==> config.mk <==
export PLATFORM = sky130hd
export DESIGN_NAME = banked_memory_map_decoder_unit
export DESIGN_NICKNAME = d
export VERILOG_FILES = /design/src/design/bmmd_pkg.sv /design/src/design/bmmd_ctrl.sv /design/src/design/banked_memory_map_decoder_unit.sv
export SDC_FILE = /design/constraint.sdc
export NUM_CORES = 1
export LEC_CHECK = 0
export BUFFER_PORTS_ARGS = -buffer_cell sky130_fd_sc_hd__buf_2
export CAP_MARGIN = 10
export CORE_MARGIN = 4
export CORE_UTILIZATION = 48
export CTS_BUF_LIST = sky130_fd_sc_hd__clkbuf_4 sky130_fd_sc_hd__clkbuf_8 sky130_fd_sc_hd__clkbuf_16
export DETAILED_ROUTE_END_ITERATION = 7
export GPL_TIMING_DRIVEN = 0
export PLACE_DENSITY = 0.84
export SLEW_MARGIN = 20
export SYNTH_ARGS = -nofsm -noshare
export SYNTH_HDL_FRONTEND = slang
export SYNTH_SLANG_ARGS = --single-unit
==> constraint.sdc <==
create_clock -name clk -period 2 [get_ports clk]
set_clock_uncertainty 0.05 [all_clocks]
set_input_delay 0 -clock clk [delete_from_list [all_inputs] [get_ports clk]]
set_output_delay 0 -clock clk [all_outputs]
set_load 0.01 [all_outputs]
==> src/design/bmmd_pkg.sv <==
package bmmd_pkg;

  localparam int ROM_PAGE_BITS = 7;
  localparam int RAM_PAGE_BITS = 2;
  localparam int OFFSET_BITS   = 21;

  // Cartridge kinds held in the configuration register.
  localparam logic [1:0] KIND_ROM_ONLY = 2'd0;
  localparam logic [1:0] KIND_MBC1     = 2'd1;
  localparam logic [1:0] KIND_MBC3     = 2'd2;

  localparam logic MODE_READ  = 1'b0;
  localparam logic MODE_WRITE = 1'b1;

  localparam logic [15:0] ADDR_BOOT_EXIT = 16'h0100;
  localparam logic [15:0] ADDR_DMA       = 16'hFF46;
  localparam logic [3:0]  RAM_ENABLE_KEY = 4'hA;

  typedef enum logic [3:0] {
    REGION_BOOT     = 4'd0,
    REGION_ROM0     = 4'd1,
    REGION_ROMN     = 4'd2,
    REGION_VIDEO    = 4'd3,
    REGION_CARTRAM  = 4'd4,
    REGION_WORKRAM  = 4'd5,
    REGION_SPRITE   = 4'd6,
    REGION_UNUSABLE = 4'd7,
    REGION_IO       = 4'd8,
    REGION_HIGHRAM  = 4'd9,
    REGION_IRQ_EN   = 4'd10
  } region_t;

  typedef struct packed {
    logic        mode;
    logic [15:0] address;
    logic [7:0]  write_data;
  } access_t;

  typedef struct packed {
    logic [ROM_PAGE_BITS-1:0] rom_page;
    logic [RAM_PAGE_BITS-1:0] ram_page;
    logic                     ram_enable;
    logic                     banking_mode;
    logic                     boot_overlay;
  } bank_state_t;

endpackage

==> src/design/bmmd_ctrl.sv <==
module bmmd_ctrl (
  input  logic               clk,
  input  logic               rst,
  input  logic               cfg_we,
  input  logic [1:0]         cfg_wdata,
  input  logic               update,
  input  bmmd_pkg::access_t  access,
  output bmmd_pkg::bank_state_t state_next
);
  import bmmd_pkg::*;

  logic [1:0]  cartridge_kind;
  bank_state_t state;

  logic [15:0] bank_tmp;
  logic [7:0]  ram_tmp;
  logic [ROM_PAGE_BITS-1:0] bank_fixed;
  logic [4:0]  low5;
  logic [6:0]  bank7;
  logic        is_mbc;

  always_comb begin
    state_next = state;
    bank_tmp   = 16'h0000;
    ram_tmp    = 8'h00;
    low5       = access.write_data[4:0];
    bank7      = access.write_data[6:0];
    bank_fixed = state.rom_page;
    is_mbc     = (cartridge_kind == KIND_MBC1) || (cartridge_kind == KIND_MBC3);

    if (access.mode == MODE_WRITE && !access.address[15] && is_mbc) begin
      case (access.address[14:13])
        2'd0: begin
          state_next.ram_enable = (access.write_data[3:0] == RAM_ENABLE_KEY);
        end
        2'd1: begin
          // A zero bank number selects bank 1 instead.
          if (cartridge_kind == KIND_MBC1) begin
            if (low5 == 5'd0) begin
              low5 = 5'd1;
            end
            bank_tmp = (16'(state.rom_page) & ~16'h001F) | 16'(low5);
          end else begin
            if (bank7 == 7'd0) begin
              bank7 = 7'd1;
            end
            bank_tmp = 16'(bank7);
          end
          bank_fixed = ROM_PAGE_BITS'(bank_tmp);
          if (bank_fixed == '0) begin
            bank_fixed = ROM_PAGE_BITS'(1);
          end
          state_next.rom_page = bank_fixed;
        end
        2'd2: begin
          if (cartridge_kind == KIND_MBC1) begin
            if (state.banking_mode) begin
              ram_tmp = {6'd0, access.write_data[1:0]};
              state_next.ram_page = RAM_PAGE_BITS'(ram_tmp);
            end else begin
              bank_tmp = (16'(access.write_data[1:0]) << 5) |
                         (16'(state.rom_page) & 16'h001F);
              bank_fixed = ROM_PAGE_BITS'(bank_tmp);
              if (bank_fixed == '0) begin
                bank_fixed = ROM_PAGE_BITS'(1);
              end
              state_next.rom_page = bank_fixed;
            end
          end else if (access.write_data < 8'd4) begin
            // Higher values select clock registers, which are not kept here.
            state_next.ram_page = RAM_PAGE_BITS'(access.write_data);
          end
        end
        default: begin
          if (cartridge_kind == KIND_MBC1) begin
            state_next.banking_mode = access.write_data[0];
          end
        end
      endcase
    end

    if (access.mode == MODE_READ && access.address == ADDR_BOOT_EXIT) begin
      state_next.boot_overlay = 1'b0;
    end
  end

  always_ff @(posedge clk) begin
    if (rst) begin
      cartridge_kind     <= KIND_ROM_ONLY;
      state.rom_page     <= ROM_PAGE_BITS'(1);
      state.ram_page     <= '0;
      state.ram_enable   <= 1'b0;
      state.banking_mode <= 1'b0;
      state.boot_overlay <= 1'b1;
    end else begin
      if (cfg_we) begin
        cartridge_kind <= cfg_wdata;
      end
      if (update) begin
        state <= state_next;
      end
    end
  end

  a_rom_page_nonzero: assert property (@(posedge clk) disable iff (rst)
    state.rom_page != '0)
    else $error("ROM bank register holds zero");

  a_boot_stays_off: assert property (@(posedge clk) disable iff (rst)
    !state.boot_overlay |=> !state.boot_overlay)
    else $error("boot overlay came back after it was dropped");

  a_rom_only_frozen: assert property (@(posedge clk) disable iff (rst)
    (update && cartridge_kind == KIND_ROM_ONLY) |=>
      $stable(state.rom_page) && $stable(state.ram_page) && $stable(state.ram_enable))
    else $error("bank state changed for a cartridge without a controller");

endmodule

==> src/design/banked_memory_map_decoder_unit.sv <==
// Memory map decoder with a cartridge bank controller. Each input transaction
// is one CPU bus access (s_tuser is 0 for a read, 1 for a write) and yields
// exactly one output transaction carrying the target region, the physical
// byte offset inside that region with the current ROM or RAM bank applied,
// a sprite DMA flag for a write to 0xFF46 and the RAM enable flag as it
// stands after the access. Writes below 0x8000 update the bank registers by
// the rules of the configured cartridge kind (0 ROM only, 1 MBC1, 2 MBC3;
// 3 behaves as ROM only), and a read of 0x0100 removes the boot overlay.
// The block holds one input register and one result register; an accepted
// transaction goes through both and is presented from the result register.
// A new transaction is accepted in every cycle, so throughput is one access
// per clock while the output side keeps taking results. The bank registers
// are updated as a transaction moves from the input register to the result
// register, so the next access always decodes against the state this one
// left. Write the cartridge kind only while no transaction is in flight.
module banked_memory_map_decoder_unit (
  input  logic        clk,
  input  logic        rst,
  // Cartridge kind register.
  input  logic        cfg_we,
  input  logic [1:0]  cfg_wdata,
  // Bus accesses in.
  input  logic        s_tvalid,
  output logic        s_tready,
  input  logic [23:0] s_tdata,   // [15:0] address, [23:16] write_data
  input  logic        s_tuser,   // [0] mode
  // Decoded results out.
  output logic        m_tvalid,
  input  logic        m_tready,
  output logic [31:0] m_tdata    // [3:0] region, [24:4] offset,
                                 // [25] dma_request, [26] ram_enabled, rest 0
);
  import bmmd_pkg::*;

  // Input register stage.
  logic        in_valid;
  access_t     in_access;

  // Result register stage.
  logic        out_valid;
  region_t     out_region;
  logic [OFFSET_BITS-1:0] out_offset;
  logic        out_dma;
  logic        out_ram_en;

  logic        advance;
  bank_state_t state_next;

  region_t     region_next;
  logic [OFFSET_BITS-1:0] offset_next;
  logic        dma_next;
  logic [15:0] addr;

  // The result register frees whenever its contents are taken, and the input
  // register frees whenever it can move forward.
  assign advance  = in_valid && (!out_valid || m_tready);
  assign s_tready = !in_valid || advance;

  bmmd_ctrl u_ctrl (
    .clk        (clk),
    .rst        (rst),
    .cfg_we     (cfg_we),
    .cfg_wdata  (cfg_wdata),
    .update     (advance),
    .access     (in_access),
    .state_next (state_next)
  );

  // Address decode against the bank state after this access. All offsets are
  // plain address bit fields; banked ROM and cartridge RAM put the bank above.
  assign addr = in_access.address;

  always_comb begin
    region_next = REGION_UNUSABLE;
    offset_next = '0;
    dma_next    = 1'b0;
    if (addr < 16'h4000) begin
      // The overlay test sees the flag after this access. Only an access to
      // 0x0100 clears it, and that address lies above the overlay, so the
      // flag before and after the access give the same region here.
      region_next = (state_next.boot_overlay && addr < 16'h0100) ? REGION_BOOT
                                                                  : REGION_ROM0;
      offset_next = OFFSET_BITS'(addr);
    end else if (addr < 16'h8000) begin
      region_next = REGION_ROMN;
      offset_next = OFFSET_BITS'({state_next.rom_page, addr[13:0]});
    end else if (addr < 16'hA000) begin
      region_next = REGION_VIDEO;
      offset_next = OFFSET_BITS'(addr[12:0]);
    end else if (addr < 16'hC000) begin
      // Reported as cartridge RAM whether or not the RAM is enabled.
      region_next = REGION_CARTRAM;
      offset_next = OFFSET_BITS'({state_next.ram_page, addr[12:0]});
    end else if (addr < 16'hFE00) begin
      // Work RAM and its echo image share the low 13 address bits.
      region_next = REGION_WORKRAM;
      offset_next = OFFSET_BITS'(addr[12:0]);
    end else if (addr < 16'hFEA0) begin
      region_next = REGION_SPRITE;
      offset_next = OFFSET_BITS'(addr[7:0]);
    end else if (addr < 16'hFF00) begin
      region_next = REGION_UNUSABLE;
    end else if (addr < 16'hFF4C) begin
      region_next = REGION_IO;
      offset_next = OFFSET_BITS'(addr[7:0]);
      dma_next    = (in_access.mode == MODE_WRITE) && (addr == ADDR_DMA);
    end else if (addr < 16'hFF80) begin
      region_next = REGION_UNUSABLE;
    end else if (addr < 16'hFFFF) begin
      region_next = REGION_HIGHRAM;
      offset_next = OFFSET_BITS'(addr[6:0]);
    end else begin
      region_next = REGION_IRQ_EN;
    end
  end

  always_ff @(posedge clk) begin
    if (rst) begin
      in_valid  <= 1'b0;
      out_valid <= 1'b0;
    end else begin
      if (s_tready) begin
        in_valid <= s_tvalid;
      end
      if (advance) begin
        out_valid <= 1'b1;
      end else if (m_tready) begin
        out_valid <= 1'b0;
      end
    end
  end

  always_ff @(posedge clk) begin
    if (s_tready && s_tvalid) begin
      in_access.mode       <= s_tuser;
      in_access.address    <= s_tdata[15:0];
      in_access.write_data <= s_tdata[23:16];
    end
    if (advance) begin
      out_region <= region_next;
      out_offset <= offset_next;
      out_dma    <= dma_next;
      out_ram_en <= state_next.ram_enable;
    end
  end

  assign m_tvalid = out_valid;
  assign m_tdata  = {5'd0, out_ram_en, out_dma, out_offset, out_region};

  a_dma_only_io: assert property (@(posedge clk) disable iff (rst)
    (m_tvalid && out_dma) |-> (out_region == REGION_IO))
    else $error("DMA request outside the I/O region");

  a_no_offset_unmapped: assert property (@(posedge clk) disable iff (rst)
    (m_tvalid && (out_region == REGION_UNUSABLE || out_region == REGION_IRQ_EN))
      |-> (out_offset == '0))
    else $error("nonzero offset for an unmapped or interrupt enable access");

  a_pipe_moves: assert property (@(posedge clk) disable iff (rst)
    (in_valid && !out_valid) |=> out_valid)
    else $error("held access did not move to the result register");

endmodule
==> reports/metrics.yaml, run 1 <==
status: "complete, no violations"
grt_first_pass_wirelength_um: 10400
startpoint_type: "flop"
synth_top_cell_area_share_pct: 53.1
cap_violations: 0
syn_to_final_growth_pct: 37.1
via_count: 2272
yosysTopAreaCell: "edfxtp_1"
numPortBuffers: 60
gp_congestion: 0.814
hold_class: "input pin to flop"
coreArea_um2: 5920
num_io_pins: 66
cp_max_fo: 3
cp_data_required_time_ns: 2.19
routedWlPerCell_um: 15.0
drtIter0Drc: 324
insertion_delay_ns: 0.35
drtAntennaViolNets: 0
max_slew_margin_pct: 62.5
synth-seq-cells: 68
via_per_inst: 5.28
synth_area_um2: 2940
diodes: 0
die_h_um: 86.3
hold_end: "addr[15]"
synthesis.instances: 234
clockRootBuffer: "clkbuf_8"
grt_max_degree: 34
wirelength_um: 6430
synth.distinct_cells: 51
dpl.hpwl_um: 4210
synth_enable_flop_cells: 52
vdd_drop_max_mv: 0.431
drv_slew: 0
clockBufferDepth: 2
cts_tree: "done"
post-route-period-util_pct: 96.9
drtPass1Iterations: 5
synth_ff_type: "edfxtp_1"
power.total_mw: 3.12
hold_depth: 2
final_util_pct: 68.1
numCtsBuffers: 9
yosysMostFrequentCell: "edfxtp_1"
synth_warnings: 0
r2r-end: "u_ctrl.state[0]"
p_leak_nw: 1.58
final_layout_size_suffix_gt1_share_pct: 32.1
clkSinkCount: 68
die_x_um: 86.3
min_from: "s_tdata[15]"
whs_ns: 0.303
p_per_area_nw_per_um2: 775
grt_antenna_before_repair: 0
r2r-start: "addr[0]"
synth.area.top_cells: "edfxtp_1 (53%), dfxtp_1 (11%), nor2_1 (2.2%), ha_1 (2.1%), nor2b_1 (1.9%)"
htree_levels: 3
path_cells: "or4_1 > or4_4 > nor3_4 > o21ai_2"
layout.cells.non_filler: 430
tightest_slew_ns: 0.562
initial_core_util_pct: 49.7
ff2ff_setup_slack_ns: 0.06
crit_arrival_ns: 2.12
die-area_um2: 7440
path_clk_slew_ns: 0.07
grt_usage_pct: 18.1
grt.overflow.total: 0
drc_errors: 0
crit_type: "flop to flop"
synthArstFlopShare_pct: 0
finalHoldViolations: 0
r2r_cells: 4
dpl.cell_count: 374
fin_crit_ns: 1.94
ys_top_cells_by_count: "edfxtp_1 (52), nor2_1 (17), dfxtp_1 (16), inv_1 (12)"
cpMaxStageDelayCell: "or4_1"
final_nets: 387
yosysSeqAreaShare_pct: 64.0
syn_avg_cell_area_um2: 12.6
crit_path_end_kind: "flop"
timing.critical_path.buf_inv: 0
max_stage_delay_ns: 0.59
clock.fmax_mhz: 516
setup-violations-final: 0
critPathTopFamily: "simple AND/OR/NAND/NOR gates"
std_cell_rows: 28
grt_pass1_vias: 2149
[worst max path at each step]
stage,slack (ns),start,endpoint,cells past startpoint
CTS,0.01,addr[15],out_offset[0],5
global placement,-0.21,addr[13],out_offset[17],8
floorplan,0.007,addr[13],out_offset[15],8
detailed placement,-0.23,addr[14],out_offset[14],6
global route,-0.01,addr[3],u_ctrl.state[0],4
finish,0.06,addr[0],u_ctrl.state[0],4
[registers in the layout, summed over array words and instances, names as in the netlist]
| signal | count |
|---|---|
| out_dma | 1 |
| in_access | 9 |
| out_offset | 21 |
| m_tvalid | 1 |
| u_ctrl.cartridge_kind | 2 |
| out_ram_en | 1 |
| in_valid | 1 |
| u_ctrl.state | 12 |
| out_region | 4 |
| addr | 16 |
[cell type report]
type                    instances  area [um2]
plain buffers                  12        81.3
fillers                       424        1890
well taps                      75        93.8
clock inverters                 7        81.3
clock buffers                   9         124
multi-input cells             144        1000
flip-flops and latches         68        1880
repair buffers                103         718
inverters                      12        48.8
[stage by stage]
stage / worst slack [ns] / TNS (ns) / cell area, um2
global route: -0.0106 / -0.0109 / 4030
floorplan: 0.00688 / 0 / 2960
detailed placement: -0.231 / -2.31 / 3370
CTS: 0.0139 / 0 / 3970
finish: 0.0611 / 0 / 4030
global placement: -0.208 / -7.11 / 3350
[logic make-up after synthesis]
kind of cell	share of synthesized area, %
other	0.128
buffers and inverters	4.51
flip-flops	64.0
adder cells (fa/ha/maj)	2.13
AO/OA/AOI/OAI	10.5
multiplexers	2.51
AND/OR/NAND/NOR	16.2
[report_power, final]
part | leakage, nW | total [mW] | internal [mW] | switching [mW]
logic | 0.846 | 0.313 | 0.162 | 0.151
clock network | 0.105 | 1.17 | 0.684 | 0.488
registers | 0.631 | 1.64 | 1.59 | 0.0465
[cells in the final DEF, fill, tap and decap left out, types with 9 or more instances in the layout]
cell type / count
buf_2: 61
buf_4: 16
clkbuf_8: 9
dfxtp_1: 16
dlygate4sd3_1: 33
edfxtp_1: 52
inv_1: 11
nand3_1: 9
nor2_1: 17
nor2b_1: 9
[timing repair]
action | in CTS | in global routing
hold buffers | 33 | 0
hold endpoints to repair | 34 | 0
endpoints found under the setup margin | 22 | 17
pin swaps | 6 | 3
buffers inserted | 3 | 6
gates resized for setup | 11 | 5
[metal layers]
metal / track usage [%] / share of wire, % / wire [um] / up-vias
met5: 0 / 0 / 0 / -
met4: 6.80 / 1.5 / 97 / 0
met3: 5.32 / 7.5 / 481 / 10
met2: 28.7 / 50 / 3200 / 87
met1: 23.7 / 41 / 2650 / 1067
li1: - / - / - / 1108
Note: power is estimated with default switching activity, not from simulation.
==> run 2, diff against run 1 <==
--- a/config.mk
+++ b/config.mk
@@ -8,7 +8,7 @@
 export BUFFER_PORTS_ARGS = -buffer_cell sky130_fd_sc_hd__buf_2
 export CAP_MARGIN = 10
 export CORE_MARGIN = 4
-export CORE_UTILIZATION = 48
+export CORE_UTILIZATION = 50
 export CTS_BUF_LIST = sky130_fd_sc_hd__clkbuf_4 sky130_fd_sc_hd__clkbuf_8 sky130_fd_sc_hd__clkbuf_16
 export DETAILED_ROUTE_END_ITERATION = 7
 export GPL_TIMING_DRIVEN = 0
==> constraint.sdc (replaced) <==
create_clock -name clk -period 1.8 [get_ports clk]
set_clock_uncertainty 0.05 [all_clocks]
set_input_delay 0 -clock clk [delete_from_list [all_inputs] [get_ports clk]]
set_output_delay 0 -clock clk [all_outputs]
set_load 0.01 [all_outputs]
==> run 2 against run 1 <==
Compared with the run above: clock power rose by 26%; the run now ends with negative setup slack left; critical path type unchanged; non-clock buffer count rose by 12; highest routed layer unchanged; wire length rose by 14%; largest cell class unchanged.
==> reports/metrics.yaml, run 2 (synthesis gave the netlist of run 1 again) <==
status: "complete, but fails checks"
violations: "negative setup slack"
layout.cells.non_filler: 440
routedWlPerCell_um: 16.6
grt_usage_pct: 19.5
std_cell_rows: 27
timing.critical_path.buf_inv: 1
cp_max_fo: 6
fin_crit_ns: 1.91
final_common_cell: "buf_2"
timing.final.ws_setup_ns: -0.105
clockBufferDepth: 2
grt_max_degree: 37
min_from: "s_tdata[22]"
grt_pass1_vias: 2268
via_count: 2431
cpMaxStageDelayCell: "edfxtp_1"
max_slew_margin_pct: 51.1
path_clk_slew_ns: 0.07
finalHoldViolations: 0
drv_slew: 0
crit_path_end_kind: "flop"
cts_tree: "done"
whs_ns: 0.316
power.total_mw: 3.70
startpoint_type: "flop"
gp_congestion: 0.826
setup-violations-final: 19
drtAntennaViolNets: 0
regMostFlops: "out_offset"
nFillCells: 356
crit_type: "flop to flop"
tightest_slew_ns: 0.734
numCtsBuffers: 9
rsz0062_at_grt: "true"
drc_errors: 0
dpl.cell_count: 370
drtPass1Iterations: 5
dpl.hpwl_um: 4070
vdd_drop_max_mv: 0.573
largest_register_ffs: 21
insertion_delay_ns: 0.34
wirelength_um: 7310
htree_levels: 3
die-area_um2: 7170
crit_arrival_ns: 1.93
numPortBuffers: 60
layout_common_cells: "buf_2 (62), edfxtp_1 (52), dlygate4sd3_1 (33)"
final_layout_size_suffix_gt1_share_pct: 38.7
max_stage_delay_ns: 0.48
die_h_um: 84.7
final_nets: 399
clkSinkCount: 68
critPathTopFamily: "compound AO/OA/AOI/OAI gates"
r2r-start: "addr[14]"
hold_class: "input pin to flop"
grt_antenna_before_repair: 1
startpoint: "addr[14]"
clockRootBuffer: "clkbuf_8"
via_per_inst: 5.53
num_io_pins: 66
clock.fmax_mhz: 525
coreArea_um2: 5610
initial_core_util_pct: 52.4
post-route-period-util_pct: 106
path_cells: "inv_2 > ha_4 > and4bb_4 > a41o_1 > a2bb2oi_4 > o32ai_2"
drtIter0Drc: 365
p_leak_nw: 1.68
cap_violations: 0
p_per_area_nw_per_um2: 867
grt.overflow.total: 0
cp_data_required_time_ns: 1.83
grt_first_pass_wirelength_um: 10900
syn_to_final_growth_pct: 44.9
die_x_um: 84.7
run 2: cell count changes in the layout (fill, tap and decap cells not counted), sizes merged:
cell / change
bufinv: +1
clkinv: -2
inv: +1
buf: +13
clkinvlp: -1
diode: +1
run 2: layout make-up:
cell class / instances / area [um2] / area share [%]
antenna: 1 / 2.50 / 0.0587
buffer: 12 / 81.3 / 1.91
clock buffer: 10 / 131 / 3.08
clock inverter: 6 / 103 / 2.41
inverter: 12 / 52.6 / 1.23
multi-input combinational: 144 / 1110 / 26.2
sequential: 68 / 1880 / 44.2
tap: 72 / 90.1 / 2.11
timing repair buffer: 115 / 803 / 18.8
run 2: repair_timing:
action                     in CTS  in global routing
hold endpoints to repair       33                  0
setup endpoints to repair      51                 22
resized for setup              12                 21
pin swaps                       7                  9
buffers inserted               12                 10
hold buffers                   33                  0
run 2: routing by layer:
layer | track usage (%) | share of wire [%] | vias up
li1 | - | - | 1130
met1 | 24.5 | 39 | 1094
met2 | 31.7 | 48 | 178
met3 | 3.83 | 8.5 | 29
met4 | 10.6 | 4.3 | 0
met5 | 0 | 0 | -
run 2: per-stage QoR:
stage | setup slack (ns) | cell area, um2 | util (%) | TNS (ns)
2_1_floorplan | -0.0702 | 3000 | - | -0.300
3_3_place_gp | -0.249 | 3390 | 60.5 | -3.79
3_5_place_dp | -0.289 | 3390 | 60.5 | -6.60
4_1_cts | -0.0282 | 4080 | 72.7 | -0.0586
5_1_grt | -0.153 | 4260 | 76.0 | -2.09
6_report | -0.105 | 4260 | 76.0 | -0.904
run 2: final timing paths:
kind / to / slack [ns] / cells past startpoint
hold / removal: in_access[6] / 0.32 / 2
hold reg to reg: u_ctrl.state[3] / 0.44 / 2
setup reg to reg: out_offset[14] / -0.11 / 6
setup / recovery: out_offset[14] / -0.11 / 6
run 2: where the power goes:
group | switching [mW] | internal [mW] | total, mW | leakage, nW
sequential | 0.0547 | 1.77 | 1.83 | 0.631
combinational | 0.188 | 0.204 | 0.392 | 0.932
clock | 0.555 | 0.924 | 1.48 | 0.119
total | 0.797 | 2.90 | 3.70 | 1.68
==> run 3, diff against run 2 <==
--- a/config.mk
+++ b/config.mk
@@ -6,10 +6,9 @@
 export NUM_CORES = 1
 export LEC_CHECK = 0
 export BUFFER_PORTS_ARGS = -buffer_cell sky130_fd_sc_hd__buf_2
-export CAP_MARGIN = 10
+export CAP_MARGIN = 20
 export CORE_MARGIN = 4
 export CORE_UTILIZATION = 50
-export CTS_BUF_LIST = sky130_fd_sc_hd__clkbuf_4 sky130_fd_sc_hd__clkbuf_8 sky130_fd_sc_hd__clkbuf_16
 export DETAILED_ROUTE_END_ITERATION = 7
 export GPL_TIMING_DRIVEN = 0
 export PLACE_DENSITY = 0.84
==> run 3 against run 2 <==
Compared with the run above: the run still ends with negative setup slack left; clock power barely moved; flip-flop and latch count unchanged; via count is 2.8% lower; non-clock buffer count down 1; sequential power about the same; die area unchanged; clock-buffer cell count unchanged; global-route usage unchanged; final cell count is 0.23% lower; total power down 0.78%; critical path type unchanged; critical endpoint is now out_offset[19]; highest routed layer unchanged.
==> reports/metrics.yaml, run 3 (synthesis gave the netlist of run 1 again) <==
fin_crit_ns: 1.91
vdd_drop_max_mv: 0.565
clkSinkCount: 68
nFillCells: 363
grt_use_met3_pct: 3.83
final_layout_size_suffix_gt1_share_pct: 38.0
grt.overflow.total: 0
drtIter0Drc: 302
initial_core_util_pct: 52.4
coreArea_um2: 5610
startpoint: "addr[13]"
placed_area_um2: 3390
post-route-period-util_pct: 106
hold_class: "input pin to flop"
min_from: "s_tdata[22]"
grt_usage_pct: 19.5
cts_tree: "done"
finalHoldViolations: 0
drv_slew: 0
design_area_um2: 4240
clockBufferDepth: 2
use_met1_pct: 24.5
crit_arrival_ns: 1.94
clock.fmax_mhz: 525
via_count: 2364
grt_first_pass_wirelength_um: 10900
layout_common_cells: "buf_2 (62), edfxtp_1 (52), dlygate4sd3_1 (33)"
max_slew_margin_pct: 50.7
rsz0062_at_grt: "true"
p_leak_nw: 1.66
syn_to_final_growth_pct: 44.1
tightest_slew_ns: 0.739
grt_antenna_before_repair: 1
drtAntennaViolNets: 0
largest_register_ffs: 21
crit_type: "flop to flop"
setup-violations-final: 12
std_cell_rows: 27
gp_congestion: 0.826
r2r-start: "addr[13]"
final_common_cell: "buf_2"
max_stage_delay_ns: 0.41
die_x_um: 84.7
numPortBuffers: 60
status: "complete, but fails checks"
cpMaxStageDelayCell: "edfxtp_1"
path_clk_slew_ns: 0.07
wirelength_um: 7160
cap_violations: 0
clockRootBuffer: "clkbuf_8"
timing.final.ws_setup_ns: -0.106
htree_levels: 3
numCtsBuffers: 9
drc_errors: 0
regMostFlops: "out_offset"
p_per_area_nw_per_um2: 865
die-area_um2: 7170
path_cells: "buf_6 > inv_8 > ha_4 > and4bb_4 > o21ai_1 > a22oi_1 > nor2_1"
grt_pass1_vias: 2278
routedWlPerCell_um: 16.3
dpl.hpwl_um: 4070
cp_max_fo: 6
drtPass1Iterations: 4
final_nets: 398
grt_max_degree: 37
num_io_pins: 66
violations: "negative setup slack"
busiest_layer: "met2"
insertion_delay_ns: 0.34
die_h_um: 84.7
cp_data_required_time_ns: 1.83
groute.layer.met2.usage_pct: 31.7
crit_path_end_kind: "flop"
startpoint_type: "flop"
pre_cts_slack_ns: -0.289
power.total_mw: 3.67
via_per_inst: 5.38
## run 3: cell count changes in the layout (fill, tap and decap cells not counted)
cell,previous run,this run
o21ai_0,8,7
o21ai_1,2,3
buf_4,27,26
clkbuf_4,1,0
clkbuf_1,1,2
nor2b_1,7,8
nor2b_4,2,0
nor2b_2,0,1
## run 3: where the power goes
group	switching [mW]	total [mW]	internal, mW
clock	0.545	1.45	0.909
combinational	0.189	0.390	0.201
sequential	0.0532	1.82	1.77
total	0.787	3.67	2.88
## run 3: worst max-delay path: cells and delay by family (launching register included)
family          cells  cell delay, ns
buf+inv             2            0.19
compound gates      2            0.40
simple gates        2            0.36
fa+ha+maj           1            0.24
flops               1            0.41
## run 3: through the flow
stage | hold WS, ns | std cells | utilization, % | TNS, ns
3_5_place_dp | 0.128 | 370 | 60.5 | -6.60
4_1_cts | 0.302 | 429 | 72.7 | -0.0663
2_1_floorplan | 0.0228 | 238 | - | -0.300
6_report | 0.317 | 439 | 75.6 | -0.530
5_1_grt | 0.314 | 439 | 75.6 | -1.47
3_3_place_gp | 0.128 | 370 | 60.5 | -3.79
## run 3: path summary, 6_finish.rpt
check | endpoint | slack (ns) | cells after the start
hold reg to reg | u_ctrl.state[3] | 0.43 | 2
setup / recovery | out_offset[19] | -0.11 | 7
setup reg to reg | out_offset[19] | -0.11 | 7
hold / removal | in_access[6] | 0.32 | 2
## run 3: area by class of cell
cell class	count	area, um2	share of cell area [%]
sequential	68	1880	44.4
buffer	12	81.3	1.92
antenna	1	2.50	0.0590
clock inverter	6	103	2.42
tap	72	90.1	2.13
inverter	12	52.6	1.24
timing repair buffer	114	796	18.8
multi-input combinational	144	1100	26.0
clock buffer	10	128	3.01
## run 3: metal layers
layer | vias to the layer above | share of wire (%)
li1 | 1125 | -
met1 | 1107 | 40
met2 | 109 | 50
met3 | 23 | 5.9
met4 | 0 | 3.4
met5 | - | 0
## run 3: what timing repair did
item                                    4_1_cts  5_1_grt
gates resized for setup                      13       18
endpoints found under the setup margin       51       24
hold buffers                                 33        0
pin swaps                                     6       10
buffers inserted                             12        9
endpoints found under the hold margin        33        0
